[config.mk]
export PLATFORM = sky130hd
export DESIGN_NAME = seq_retransmit_window
export DESIGN_NICKNAME = d
export VERILOG_FILES = /design/src/srw_pkg.sv /design/src/srw_ring_mem.sv /design/src/srw_ctrl.sv /design/src/seq_retransmit_window.sv
export SDC_FILE = /design/constraint.sdc
export NUM_CORES = 2
export LEC_CHECK = 0
export BUFFER_PORTS_ARGS = -buffer_cell sky130_fd_sc_hd__buf_2
export CORE_MARGIN = 8
export CORE_UTILIZATION = 43
export CTS_CLUSTER_DIAMETER = 100
export DETAILED_ROUTE_END_ITERATION = 16
export SETUP_SLACK_MARGIN = 0.1
export SYNTH_ARGS = -nofsm -noshare
export SYNTH_HDL_FRONTEND = slang
export SYNTH_HIERARCHICAL = 1
export SYNTH_SLANG_ARGS = --single-unit
export TNS_END_PERCENT = 50
[constraint.sdc]
create_clock -name clk -period 5.3 [get_ports clk]
set_input_delay 0.795 -clock clk [delete_from_list [all_inputs] [get_ports clk]]
set_output_delay 0.795 -clock clk [all_outputs]
set_load 0.05 [all_outputs]
[src/srw_pkg.sv]
// Shared types and constants for the sequence retransmit window.
// Used by srw_ctrl and seq_retransmit_window; depends on nothing.
package srw_pkg;

  // Default sizes handed to the top-level parameters
  localparam int DEF_WINDOW_DEPTH = 64;
  localparam int DEF_HANDLE_BITS  = 16;

  localparam int ID_W      = 32;
  localparam int HANDLE_W  = 16;
  localparam int FUNC_W    = 3;
  localparam int STATUS_W  = 2;
  localparam int PENDING_W = 7;
  localparam int CFG_IDX_W = 2;
  localparam int CFG_DAT_W = 32;

  // Configuration register indexes
  localparam logic [CFG_IDX_W-1:0] REG_INIT_SEND_ID = 2'd0;
  localparam logic [CFG_IDX_W-1:0] REG_INIT_RECV_ID = 2'd1;
  localparam logic [CFG_IDX_W-1:0] REG_RECOVERY_EN  = 2'd2;

  // Operation codes carried in func
  typedef enum logic [FUNC_W-1:0] {
    FN_SEND    = 3'd0,
    FN_ACK     = 3'd1,
    FN_RECV    = 3'd2,
    FN_RESEND  = 3'd3,
    FN_RESTART = 3'd4
  } srw_func_t;

  // Result status codes
  typedef enum logic [STATUS_W-1:0] {
    ST_OK   = 2'd0,
    ST_OLD  = 2'd1,
    ST_FULL = 2'd2,
    ST_OFF  = 2'd3
  } srw_status_t;

  // Controller states
  typedef enum logic [2:0] {
    S_IDLE,
    S_EXEC,
    S_ACK_CHK,
    S_RS_OUT,
    S_EMIT
  } srw_state_t;

  // Input beat
  typedef struct packed {
    logic [FUNC_W-1:0]   func;
    logic [ID_W-1:0]     seq_id;
    logic [HANDLE_W-1:0] payload_handle;
  } srw_in_t;

  // Result beat
  typedef struct packed {
    logic [STATUS_W-1:0]  status;
    logic [ID_W-1:0]      out_seq_id;
    logic [HANDLE_W-1:0]  out_handle;
    logic                 entry_valid;
    logic [ID_W-1:0]      next_expected_rx;
    logic [PENDING_W-1:0] pending_count;
    logic                 last;
  } srw_out_t;

  // Configuration register contents
  typedef struct packed {
    logic [ID_W-1:0] init_send_id;
    logic [ID_W-1:0] init_recv_id;
    logic            recovery_enable;
  } srw_cfg_t;

endpackage

[src/srw_ring_mem.sv]
// Ring storage for unacknowledged entries: one write port, one read port,
// registered read data. Depends on nothing.
module srw_ring_mem #(
  parameter int DEPTH  = 64,
  parameter int DATA_W = 48,
  parameter int ADDR_W = 6
) (
  input  logic              clk,
  input  logic              wr_en,
  input  logic [ADDR_W-1:0] wr_addr,
  input  logic [DATA_W-1:0] wr_data,
  input  logic              rd_en,
  input  logic [ADDR_W-1:0] rd_addr,
  output logic [DATA_W-1:0] rd_data
);

  logic [DATA_W-1:0] mem_r [DEPTH];
  logic [DATA_W-1:0] rd_data_r;

  // Write one entry
  always_ff @(posedge clk) begin
    if (wr_en) begin
      mem_r[wr_addr] <= wr_data;
    end
  end

  // Read one entry; hold the data while no read is issued
  always_ff @(posedge clk) begin
    if (rd_en) begin
      rd_data_r <= mem_r[rd_addr];
    end
  end

  assign rd_data = rd_data_r;

endmodule

[src/srw_ctrl.sv]
// Sequencer for the retransmit window: counters, ack and resend walks over
// the ring memory, and the result register. Depends on srw_pkg.
module srw_ctrl #(
  parameter int WINDOW_DEPTH = srw_pkg::DEF_WINDOW_DEPTH,
  parameter int HANDLE_BITS  = srw_pkg::DEF_HANDLE_BITS,
  parameter int PTR_W        = $clog2(WINDOW_DEPTH),
  parameter int CNT_W        = $clog2(WINDOW_DEPTH + 1)
) (
  input  logic                          clk,
  input  logic                          rst_n,
  input  srw_pkg::srw_cfg_t             cfg,
  input  logic                          in_valid,
  output logic                          in_stall,
  input  srw_pkg::srw_in_t              in_data,
  output logic                          out_valid,
  input  logic                          out_stall,
  output srw_pkg::srw_out_t             out_data,
  output logic                          mem_wr_en,
  output logic [PTR_W-1:0]              mem_wr_addr,
  output logic [srw_pkg::ID_W-1:0]      mem_wr_id,
  output logic [HANDLE_BITS-1:0]        mem_wr_handle,
  output logic                          mem_rd_en,
  output logic [PTR_W-1:0]              mem_rd_addr,
  input  logic [srw_pkg::ID_W-1:0]      mem_rd_id,
  input  logic [HANDLE_BITS-1:0]        mem_rd_handle
);

  localparam int SUM_W = CNT_W + 1;
  localparam int EXT_W = srw_pkg::HANDLE_W + 32;

  // Ring position base + off, wrapped at the window depth
  function automatic logic [PTR_W-1:0] ring_add(input logic [PTR_W-1:0] base,
                                                 input logic [CNT_W-1:0] off);
    logic [SUM_W-1:0] sum;
    sum = SUM_W'(base) + SUM_W'(off);
    if (sum >= SUM_W'(WINDOW_DEPTH)) begin
      sum = sum - SUM_W'(WINDOW_DEPTH);
    end
    return sum[PTR_W-1:0];
  endfunction

  // Wrapping compare: a lies before b
  function automatic logic id_older(input logic [srw_pkg::ID_W-1:0] a,
                                    input logic [srw_pkg::ID_W-1:0] b);
    logic [srw_pkg::ID_W-1:0] diff;
    diff = a - b;
    return diff[srw_pkg::ID_W-1];
  endfunction

  srw_pkg::srw_state_t          state_r, state_nxt;
  srw_pkg::srw_in_t             cmd_r, cmd_nxt;
  logic [srw_pkg::ID_W-1:0]     send_next_r, send_next_nxt;
  logic [srw_pkg::ID_W-1:0]     recv_next_r, recv_next_nxt;
  logic [PTR_W-1:0]             head_r, head_nxt;
  logic [CNT_W-1:0]             fill_r, fill_nxt;
  logic [CNT_W-1:0]             idx_r, idx_nxt;
  srw_pkg::srw_status_t         res_status_r, res_status_nxt;
  logic [srw_pkg::ID_W-1:0]     res_id_r, res_id_nxt;
  logic                         out_valid_r, out_valid_nxt;
  srw_pkg::srw_out_t            out_data_r, out_data_nxt;

  srw_pkg::srw_func_t           func_e;
  logic                         out_free;
  logic                         walk_ack;
  logic                         walk_rs;
  logic                         ack_older;
  logic                         ack_done;
  logic                         rs_last;
  logic [CNT_W-1:0]             idx_inc;
  logic                         load;
  logic                         load_entry;
  logic [EXT_W-1:0]             in_handle_ext;
  logic [EXT_W-1:0]             rd_handle_ext;

  // Shared decode of the held command and the walk conditions
  assign func_e     = srw_pkg::srw_func_t'(cmd_r.func);
  assign out_free   = !out_valid_r || !out_stall;
  assign walk_ack   = (func_e == srw_pkg::FN_ACK) && cfg.recovery_enable &&
                      (fill_r != '0);
  assign walk_rs    = (func_e == srw_pkg::FN_RESEND) && cfg.recovery_enable &&
                      (fill_r != '0);
  assign ack_older  = id_older(mem_rd_id, cmd_r.seq_id);
  assign ack_done   = !ack_older || (fill_r == CNT_W'(1));
  assign idx_inc    = idx_r + CNT_W'(1);
  assign rs_last    = (idx_inc == fill_r);

  // Fit handles to the stored width and back to the port width
  assign in_handle_ext = EXT_W'(cmd_r.payload_handle);
  assign rd_handle_ext = {{(EXT_W - HANDLE_BITS){1'b0}}, mem_rd_handle};

  assign in_stall = (state_r != srw_pkg::S_IDLE);

  // Next state
  always_comb begin
    state_nxt = state_r;
    case (state_r)
      srw_pkg::S_IDLE: begin
        if (in_valid) begin
          state_nxt = srw_pkg::S_EXEC;
        end
      end
      srw_pkg::S_EXEC: begin
        if (walk_ack) begin
          state_nxt = srw_pkg::S_ACK_CHK;
        end else if (walk_rs) begin
          state_nxt = srw_pkg::S_RS_OUT;
        end else begin
          state_nxt = out_free ? srw_pkg::S_IDLE : srw_pkg::S_EMIT;
        end
      end
      srw_pkg::S_ACK_CHK: begin
        if (ack_done) begin
          state_nxt = out_free ? srw_pkg::S_IDLE : srw_pkg::S_EMIT;
        end
      end
      srw_pkg::S_RS_OUT: begin
        if (out_free && rs_last) begin
          state_nxt = srw_pkg::S_IDLE;
        end
      end
      srw_pkg::S_EMIT: begin
        if (out_free) begin
          state_nxt = srw_pkg::S_IDLE;
        end
      end
      default: state_nxt = srw_pkg::S_IDLE;
    endcase
  end

  // Datapath, memory controls and result loading
  always_comb begin
    cmd_nxt        = cmd_r;
    send_next_nxt  = send_next_r;
    recv_next_nxt  = recv_next_r;
    head_nxt       = head_r;
    fill_nxt       = fill_r;
    idx_nxt        = idx_r;
    res_status_nxt = res_status_r;
    res_id_nxt     = res_id_r;
    mem_wr_en      = 1'b0;
    mem_wr_addr    = ring_add(head_r, fill_r);
    mem_wr_id      = send_next_r;
    mem_wr_handle  = in_handle_ext[HANDLE_BITS-1:0];
    mem_rd_en      = 1'b0;
    mem_rd_addr    = head_r;
    load           = 1'b0;
    load_entry     = 1'b0;

    case (state_r)
      srw_pkg::S_IDLE: begin
        if (in_valid) begin
          cmd_nxt = in_data;
        end
      end
      srw_pkg::S_EXEC: begin
        res_status_nxt = srw_pkg::ST_OK;
        res_id_nxt     = '0;
        case (func_e)
          srw_pkg::FN_SEND: begin
            if (!cfg.recovery_enable) begin
              res_status_nxt = srw_pkg::ST_OFF;
            end else if (fill_r == CNT_W'(WINDOW_DEPTH)) begin
              res_status_nxt = srw_pkg::ST_FULL;
            end else begin
              mem_wr_en     = 1'b1;
              fill_nxt      = fill_r + CNT_W'(1);
              send_next_nxt = send_next_r + srw_pkg::ID_W'(1);
              res_id_nxt    = send_next_r;
            end
          end
          srw_pkg::FN_ACK: begin
            if (!cfg.recovery_enable) begin
              res_status_nxt = srw_pkg::ST_OFF;
            end else if (walk_ack) begin
              mem_rd_en = 1'b1;
            end
          end
          srw_pkg::FN_RECV: begin
            if (cfg.recovery_enable) begin
              if (id_older(cmd_r.seq_id, recv_next_r)) begin
                res_status_nxt = srw_pkg::ST_OLD;
              end else begin
                recv_next_nxt = cmd_r.seq_id + srw_pkg::ID_W'(1);
              end
            end
          end
          srw_pkg::FN_RESEND: begin
            if (!cfg.recovery_enable) begin
              res_status_nxt = srw_pkg::ST_OFF;
            end else if (walk_rs) begin
              mem_rd_en = 1'b1;
              idx_nxt   = '0;
            end
          end
          srw_pkg::FN_RESTART: begin
            send_next_nxt = cfg.init_send_id;
            recv_next_nxt = cfg.init_recv_id;
            head_nxt      = '0;
            fill_nxt      = '0;
          end
          default: begin
            res_status_nxt = srw_pkg::ST_OK;
          end
        endcase
        load = !walk_ack && !walk_rs && out_free;
      end
      srw_pkg::S_ACK_CHK: begin
        // Pop the head while it is older than the ack, one entry a cycle
        res_status_nxt = srw_pkg::ST_OK;
        res_id_nxt     = '0;
        if (ack_older) begin
          head_nxt = ring_add(head_r, CNT_W'(1));
          fill_nxt = fill_r - CNT_W'(1);
        end
        if (ack_done) begin
          load = out_free;
        end else begin
          mem_rd_en   = 1'b1;
          mem_rd_addr = head_nxt;
        end
      end
      srw_pkg::S_RS_OUT: begin
        // Emit one stored entry a cycle while the output is free, fetch the next behind it
        if (out_free) begin
          load       = 1'b1;
          load_entry = 1'b1;
          if (!rs_last) begin
            idx_nxt     = idx_inc;
            mem_rd_en   = 1'b1;
            mem_rd_addr = ring_add(head_r, idx_inc);
          end
        end
      end
      srw_pkg::S_EMIT: begin
        load = out_free;
      end
      default: begin
        load = 1'b0;
      end
    endcase
  end

  // Assemble the result beat from post-step state
  always_comb begin
    out_data_nxt.status           = load_entry ? srw_pkg::ST_OK : res_status_nxt;
    out_data_nxt.out_seq_id       = load_entry ? mem_rd_id : res_id_nxt;
    out_data_nxt.out_handle       = load_entry ? rd_handle_ext[srw_pkg::HANDLE_W-1:0]
                                               : '0;
    out_data_nxt.entry_valid      = load_entry;
    out_data_nxt.next_expected_rx = recv_next_nxt;
    out_data_nxt.pending_count    = srw_pkg::PENDING_W'(fill_nxt);
    out_data_nxt.last             = load_entry ? rs_last : 1'b1;
    if (load) begin
      out_valid_nxt = 1'b1;
    end else begin
      out_valid_nxt = out_valid_r && out_stall;
    end
  end

  // Control state and counters
  always_ff @(posedge clk) begin
    if (!rst_n) begin
      state_r     <= srw_pkg::S_IDLE;
      send_next_r <= '0;
      recv_next_r <= '0;
      head_r      <= '0;
      fill_r      <= '0;
      out_valid_r <= 1'b0;
    end else begin
      state_r     <= state_nxt;
      send_next_r <= send_next_nxt;
      recv_next_r <= recv_next_nxt;
      head_r      <= head_nxt;
      fill_r      <= fill_nxt;
      out_valid_r <= out_valid_nxt;
    end
  end

  // Payload registers
  always_ff @(posedge clk) begin
    cmd_r        <= cmd_nxt;
    idx_r        <= idx_nxt;
    res_status_r <= res_status_nxt;
    res_id_r     <= res_id_nxt;
    if (load) begin
      out_data_r <= out_data_nxt;
    end
  end

  assign out_valid = out_valid_r;
  assign out_data  = out_data_r;

endmodule

[src/seq_retransmit_window.sv]
// Top level: config registers, srw_ctrl sequencer and srw_ring_mem; uses srw_pkg.
// The result is registered. An ack checks the head entries one by one and a resend emits
// every held entry in turn, one ring read each; a new command is taken only once the
// sequencer is back in idle.
// Reset: synchronous; counters and ring pointers clear at once, no memory sweep.
module seq_retransmit_window #(
  parameter int WINDOW_DEPTH = srw_pkg::DEF_WINDOW_DEPTH,
  parameter int HANDLE_BITS  = srw_pkg::DEF_HANDLE_BITS
) (
  input  logic                              clk,
  input  logic                              rst_n,
  input  logic                              cfg_we,
  input  logic [srw_pkg::CFG_IDX_W-1:0]     cfg_index,
  input  logic [srw_pkg::CFG_DAT_W-1:0]     cfg_wdata,
  input  logic                              in_valid,
  output logic                              in_stall,
  input  srw_pkg::srw_in_t                  in_data,
  output logic                              out_valid,
  input  logic                              out_stall,
  output srw_pkg::srw_out_t                 out_data
);

  localparam int PTR_W  = $clog2(WINDOW_DEPTH);
  localparam int CNT_W  = $clog2(WINDOW_DEPTH + 1);
  localparam int DATA_W = srw_pkg::ID_W + HANDLE_BITS;

  srw_pkg::srw_cfg_t              cfg_r, cfg_nxt;
  logic                           mem_wr_en;
  logic [PTR_W-1:0]               mem_wr_addr;
  logic [srw_pkg::ID_W-1:0]       mem_wr_id;
  logic [HANDLE_BITS-1:0]         mem_wr_handle;
  logic                           mem_rd_en;
  logic [PTR_W-1:0]               mem_rd_addr;
  logic [DATA_W-1:0]              mem_rd_data;

  // Decode register writes
  always_comb begin
    cfg_nxt = cfg_r;
    if (cfg_we) begin
      case (cfg_index)
        srw_pkg::REG_INIT_SEND_ID: cfg_nxt.init_send_id    = cfg_wdata;
        srw_pkg::REG_INIT_RECV_ID: cfg_nxt.init_recv_id    = cfg_wdata;
        srw_pkg::REG_RECOVERY_EN:  cfg_nxt.recovery_enable = cfg_wdata[0];
        default:                   cfg_nxt = cfg_r;
      endcase
    end
  end

  // Hold configuration
  always_ff @(posedge clk) begin
    if (!rst_n) begin
      cfg_r.init_send_id    <= '0;
      cfg_r.init_recv_id    <= '0;
      cfg_r.recovery_enable <= 1'b1;
    end else begin
      cfg_r <= cfg_nxt;
    end
  end

  srw_ctrl #(
    .WINDOW_DEPTH (WINDOW_DEPTH),
    .HANDLE_BITS  (HANDLE_BITS),
    .PTR_W        (PTR_W),
    .CNT_W        (CNT_W)
  ) u_ctrl (
    .clk           (clk),
    .rst_n         (rst_n),
    .cfg           (cfg_r),
    .in_valid      (in_valid),
    .in_stall      (in_stall),
    .in_data       (in_data),
    .out_valid     (out_valid),
    .out_stall     (out_stall),
    .out_data      (out_data),
    .mem_wr_en     (mem_wr_en),
    .mem_wr_addr   (mem_wr_addr),
    .mem_wr_id     (mem_wr_id),
    .mem_wr_handle (mem_wr_handle),
    .mem_rd_en     (mem_rd_en),
    .mem_rd_addr   (mem_rd_addr),
    .mem_rd_id     (mem_rd_data[DATA_W-1:HANDLE_BITS]),
    .mem_rd_handle (mem_rd_data[HANDLE_BITS-1:0])
  );

  // Reads and writes of one entry never fall in the same cycle: the walks
  // only read, and a send writes in a cycle of its own.
  srw_ring_mem #(
    .DEPTH  (WINDOW_DEPTH),
    .DATA_W (DATA_W),
    .ADDR_W (PTR_W)
  ) u_ring (
    .clk     (clk),
    .wr_en   (mem_wr_en),
    .wr_addr (mem_wr_addr),
    .wr_data ({mem_wr_id, mem_wr_handle}),
    .rd_en   (mem_rd_en),
    .rd_addr (mem_rd_addr),
    .rd_data (mem_rd_data)
  );

endmodule
==> Implementation_results.wiki <==
{| class="wikitable"
! Metric !! Value
|-
| WP data required || between 5 and 6 ns
|-
| Fin util || roughly half
|-
| Net switching power of the design || between 10000 and 15000 uW
|-
| Die extent in x || 574 um
|-
| Fraction of registers with async set or reset after synthesis || 0%
|-
| Category of the worst setup path capture point || flip-flop
|-
| Class of the most critical setup path || reg2reg
|-
| Normalized max-slew margin || about 15%
|-
| Static leakage || between 0.05 and 0.06 uW
|-
| Area fraction of the dominant cell type after synthesis || around three quarters
|-
| RSZ-0062 raised after global routing || true
|-
| Share of total power in the clock network || about 44%
|-
| Via count || about 72k
|-
| CTS HTree Levels || 5
|-
| Number of hold-slack violations in the final timing report || 0
|-
| Clock network latency to the later pin of the worst-skew pair || roughly 0.9 ns
|-
| Worst-case setup slack after placement || -0.156 ns
|-
| Buffers on Ports || around 180
|-
| Via count of the first global-routing pass || 71.3k
|-
| Maximum vdd drop || approximately 0.00028 V
|-
| Most used DFF post-synth || edfxtp_1
|-
| Synth area leaders || edfxtp_1 (73%), mux4_2 (13%), dfxtp_1 (2.7%), mux2i_1 (0.98%), nand2_1 (0.72%)
|-
| Data arrival time of the worst path || ~5.8 ns
|-
| DRT Pass-1 Iters || 6
|-
| Top cells by instance count after synthesis || edfxtp_1 (3269), mux4_2 (754), nand2_1 (257), nor2_1 (220), dfxtp_1 (180)
|-
| Remaining antenna violation count after routing || 0
|-
| Avg Synthesized Cell Area || approximately 20 um^2
|-
| TritonCTS clock tree || done
|-
| Layout-stage area growth over the synthesis result || 16.3%
|-
| Post-route clock skew || 0.0744 ns
|-
| Top-Level Pins || ~180
|-
| Smallest setup slack after layout || about 0.12 ns
|-
| Worst Hold Class || in2reg
|-
| Final routed DRC violation total || 0
|-
| Half-perimeter wire length after detailed placement || roughly 230000 um
|-
| Iteration-0 DRC count of the detailed router || 8927
|-
| Run status || completed
|-
| Part of the power in registers || between 50% and 60%
|-
| Nets in the synthesized netlist || between 6k and 7k
|-
| Measured slew at the worst slew-check pin || roughly 1.3 ns
|-
| Internal power || between 40000 and 50000 uW
|-
| Total power divided by cell area || ~350 nW/um^2
|-
| Total number of yosys warnings || 6
|-
| Average via count per standard cell || roughly 6.1
|-
| Max-capacitance violation count || 0
|-
| Initial core utilization || between 40% and 50%
|-
| Placer Congestion || roughly 0.89
|-
| Antenna violations before repair || 12
|-
| Library cells used by synthesis || a little under 90
|-
| Wire length of the first global-routing pass || roughly 550000 um
|-
| Total grt overflow || 0
|-
| Post-Route WL || between 300000 and 400000 um
|-
| Cell with the most instances after synthesis || edfxtp_1
|-
| Clock sink count || between 3k and 4k
|-
| Highest net fanout along the worst path || 21
|-
| Endpoints failing setup || 0
|-
| Cell count after synthesis || 6591
|-
| Die outline height || ~570 um
|-
| Largest net degree at the start of global routing || 96
|-
| Post-layout net count || 7516
|-
| GRT Resource Usage Total || about a quarter
|-
| Total Die Area || roughly 330000 um^2
|-
| Placement row count || slightly above 200
|-
| Final period util || approximately 98%
|-
| Cell chosen for the clock root || clkbuf_16
|-
| Minimum clock period after layout || ~5.2 ns
|-
| Seq cells post-synth || roughly 3.4k
|-
| Area of the mapped netlist || about 130000 um^2
|-
| F_max || 193 MHz
|-
| Core area || between 300000 and 400000 um^2
|-
| Clock-pin slew reported for the worst setup and hold paths after clock tree synthesis || roughly 0.060 ns
|-
| Startpoint type of the worst setup path || flip-flop
|-
| Maximum clock insertion buffer count || 4
|-
| Count of flip-flops with a built-in enable after synthesis || around 3.3k
|-
| Num CTS Buffers || 350
|-
| Cell taking the most area after synthesis || edfxtp_1
|-
| Final max-slew violation count || 0
|-
| Post-DR wirelength/cell || between 30 and 40 um
|-
| Fraction of final layout cells sized beyond drive strength 1 || between 20% and 30%
|-
| Sequential fraction of the synthesis area || roughly three quarters
|-
| Cts-stage hold buffer count || 0
|-
| Fraction of power spent switching nets || 20.1%
|-
| Part of the total power dissipated in combinational logic || 1.6%
|}
-- area by class of cell --
cell class | count | area (um^2)
sequential | 3449 | 102000
tap | 4140 | 5180
clock buffer | 446 | 9360
timing repair buffer | 789 | 7030
antenna | 5 | 12.5
multi-input combinational | 2659 | 30600
fill | 24700 | 155000
clock inverter | 182 | 1670
inverter | 98 | 368
-- sequential cells by signal (all words and copies together) (netlist names), 2 cells and up --
| register | count |
|---|---|
| cfg_r | 65 |
| u_ctrl/cmd_r | 32 |
| u_ctrl/state_r | 3 |
| u_ctrl/func_e | 3 |
| u_ctrl/mem_wr_handle | 16 |
| u_ring/mem_r | 3072 |
| u_ctrl/fill_r | 7 |
| u_ctrl/recv_next_r | 32 |
| u_ring/rd_data | 48 |
| u_ctrl/res_id_r | 32 |
| u_ctrl/out_data | 91 |
| u_ctrl/res_status_r | 2 |
| u_ctrl/idx_r | 7 |
| u_ctrl/mem_wr_id | 32 |
| u_ctrl/head_r | 6 |
-- cell usage in the layout (no fill, tap or decap), types with 131 or more instances in the layout --
cell type	instances
mux4_2	754
buf_2	181
o22ai_1	134
buf_4	483
nor2_1	150
mux2i_1	131
dfxtp_1	148
edfxtp_1	3269
a21oi_1	160
clkbuf_16	357
nand2_1	255
-- power groups by stage --
| stage | Clock, uW | Combinational (uW) | Sequential [uW] |
|---|---|---|---|
| 2_1_floorplan | 0 | 375 | 30500 |
| 3_3_place_gp | 0 | 855 | 30300 |
| 3_5_place_dp | 0 | 878 | 30300 |
| 4_1_cts | 24400 | 880 | 29800 |
| 5_1_grt | 25400 | 942 | 29800 |
| 6_report | 24100 | 884 | 29800 |
-- through the flow --
step | total power [uW] | instances | setup TNS (ns) | instance area [um^2] | hold slack, ns
CTS | 55000 | 11800 | 0 | 156000 | 0.00185
detailed placement | 31200 | 11100 | -0.303 | 145000 | 0.443
floorplan | 30900 | 6591 | -26.36 | 134000 | 0.423
finish | 54700 | 11800 | 0 | 156000 | 0.0688
global route | 56100 | 11800 | 0 | 156000 | 0.0486
global placement | 31200 | 11100 | -0.392 | 145000 | 0.438
-- timing repair --
| item | 4_1_cts | 5_1_grt |
|---|---|---|
| resized for setup | 7 | 16 |
| buffers inserted | 1 | 0 |
| setup endpoints to repair | 5 | 44 |
-- final timing paths --
kind	from	end	slack (ns)	cells after the start
setup / recovery	u_ctrl/cmd_r[38]	u_ring/rd_data[42]	0.12	19
setup reg to reg	u_ctrl/cmd_r[38]	u_ring/rd_data[42]	0.12	19
hold reg to reg	cfg_r[2]	cfg_r[2]	0.46	2
hold / removal	in_data[14]	u_ctrl/mem_wr_handle[14]	0.07	1
-- critical path, cell delays in order (launching register included) --
cell      delay [ns]
edfxtp_1        0.47
inv_1           0.17
ha_1            0.29
a21oi_1         0.16
o21ai_1         0.11
a221oi_2        0.31
o22ai_1         0.16
a31o_2          0.27
nor3_4          0.27
nand2_1         0.21
o311ai_4        0.37
buf_12          0.27
buf_4           0.21
nor2b_4         0.27
buf_12          0.22
buf_4           0.22
a22oi_1         0.10
nand2_1         0.14
o22ai_4         0.11
nor2_2          0.49
-- cell families (layout without fill, tap and decap cells) --
kind of cell / Yosys count / count (layout) / share of synthesized area, %
flops: 3449 / 3449 / 75.9
mux: 929 / 929 / 14.0
compound gates: 815 / 815 / 4.33
simple gates: 783 / 783 / 2.76
buf+inv: 483 / 1515 / 1.87
fa+ha+maj: 79 / 79 / 0.748
xor+xnor: 53 / 53 / 0.384
other cells: 0 / 5 / 0
-- metal layers --
layer / wire length [um] / track usage, % / vias up
met5: 190 / 0 / -
met4: 11000 / 6.26 / 6
met3: 38500 / 4.88 / 558
met2: 188000 / 37.9 / 3781
met1: 155000 / 32.2 / 38800
li1: - / - / 29000
No activity file was read; power rests on OpenSTA's default activity.
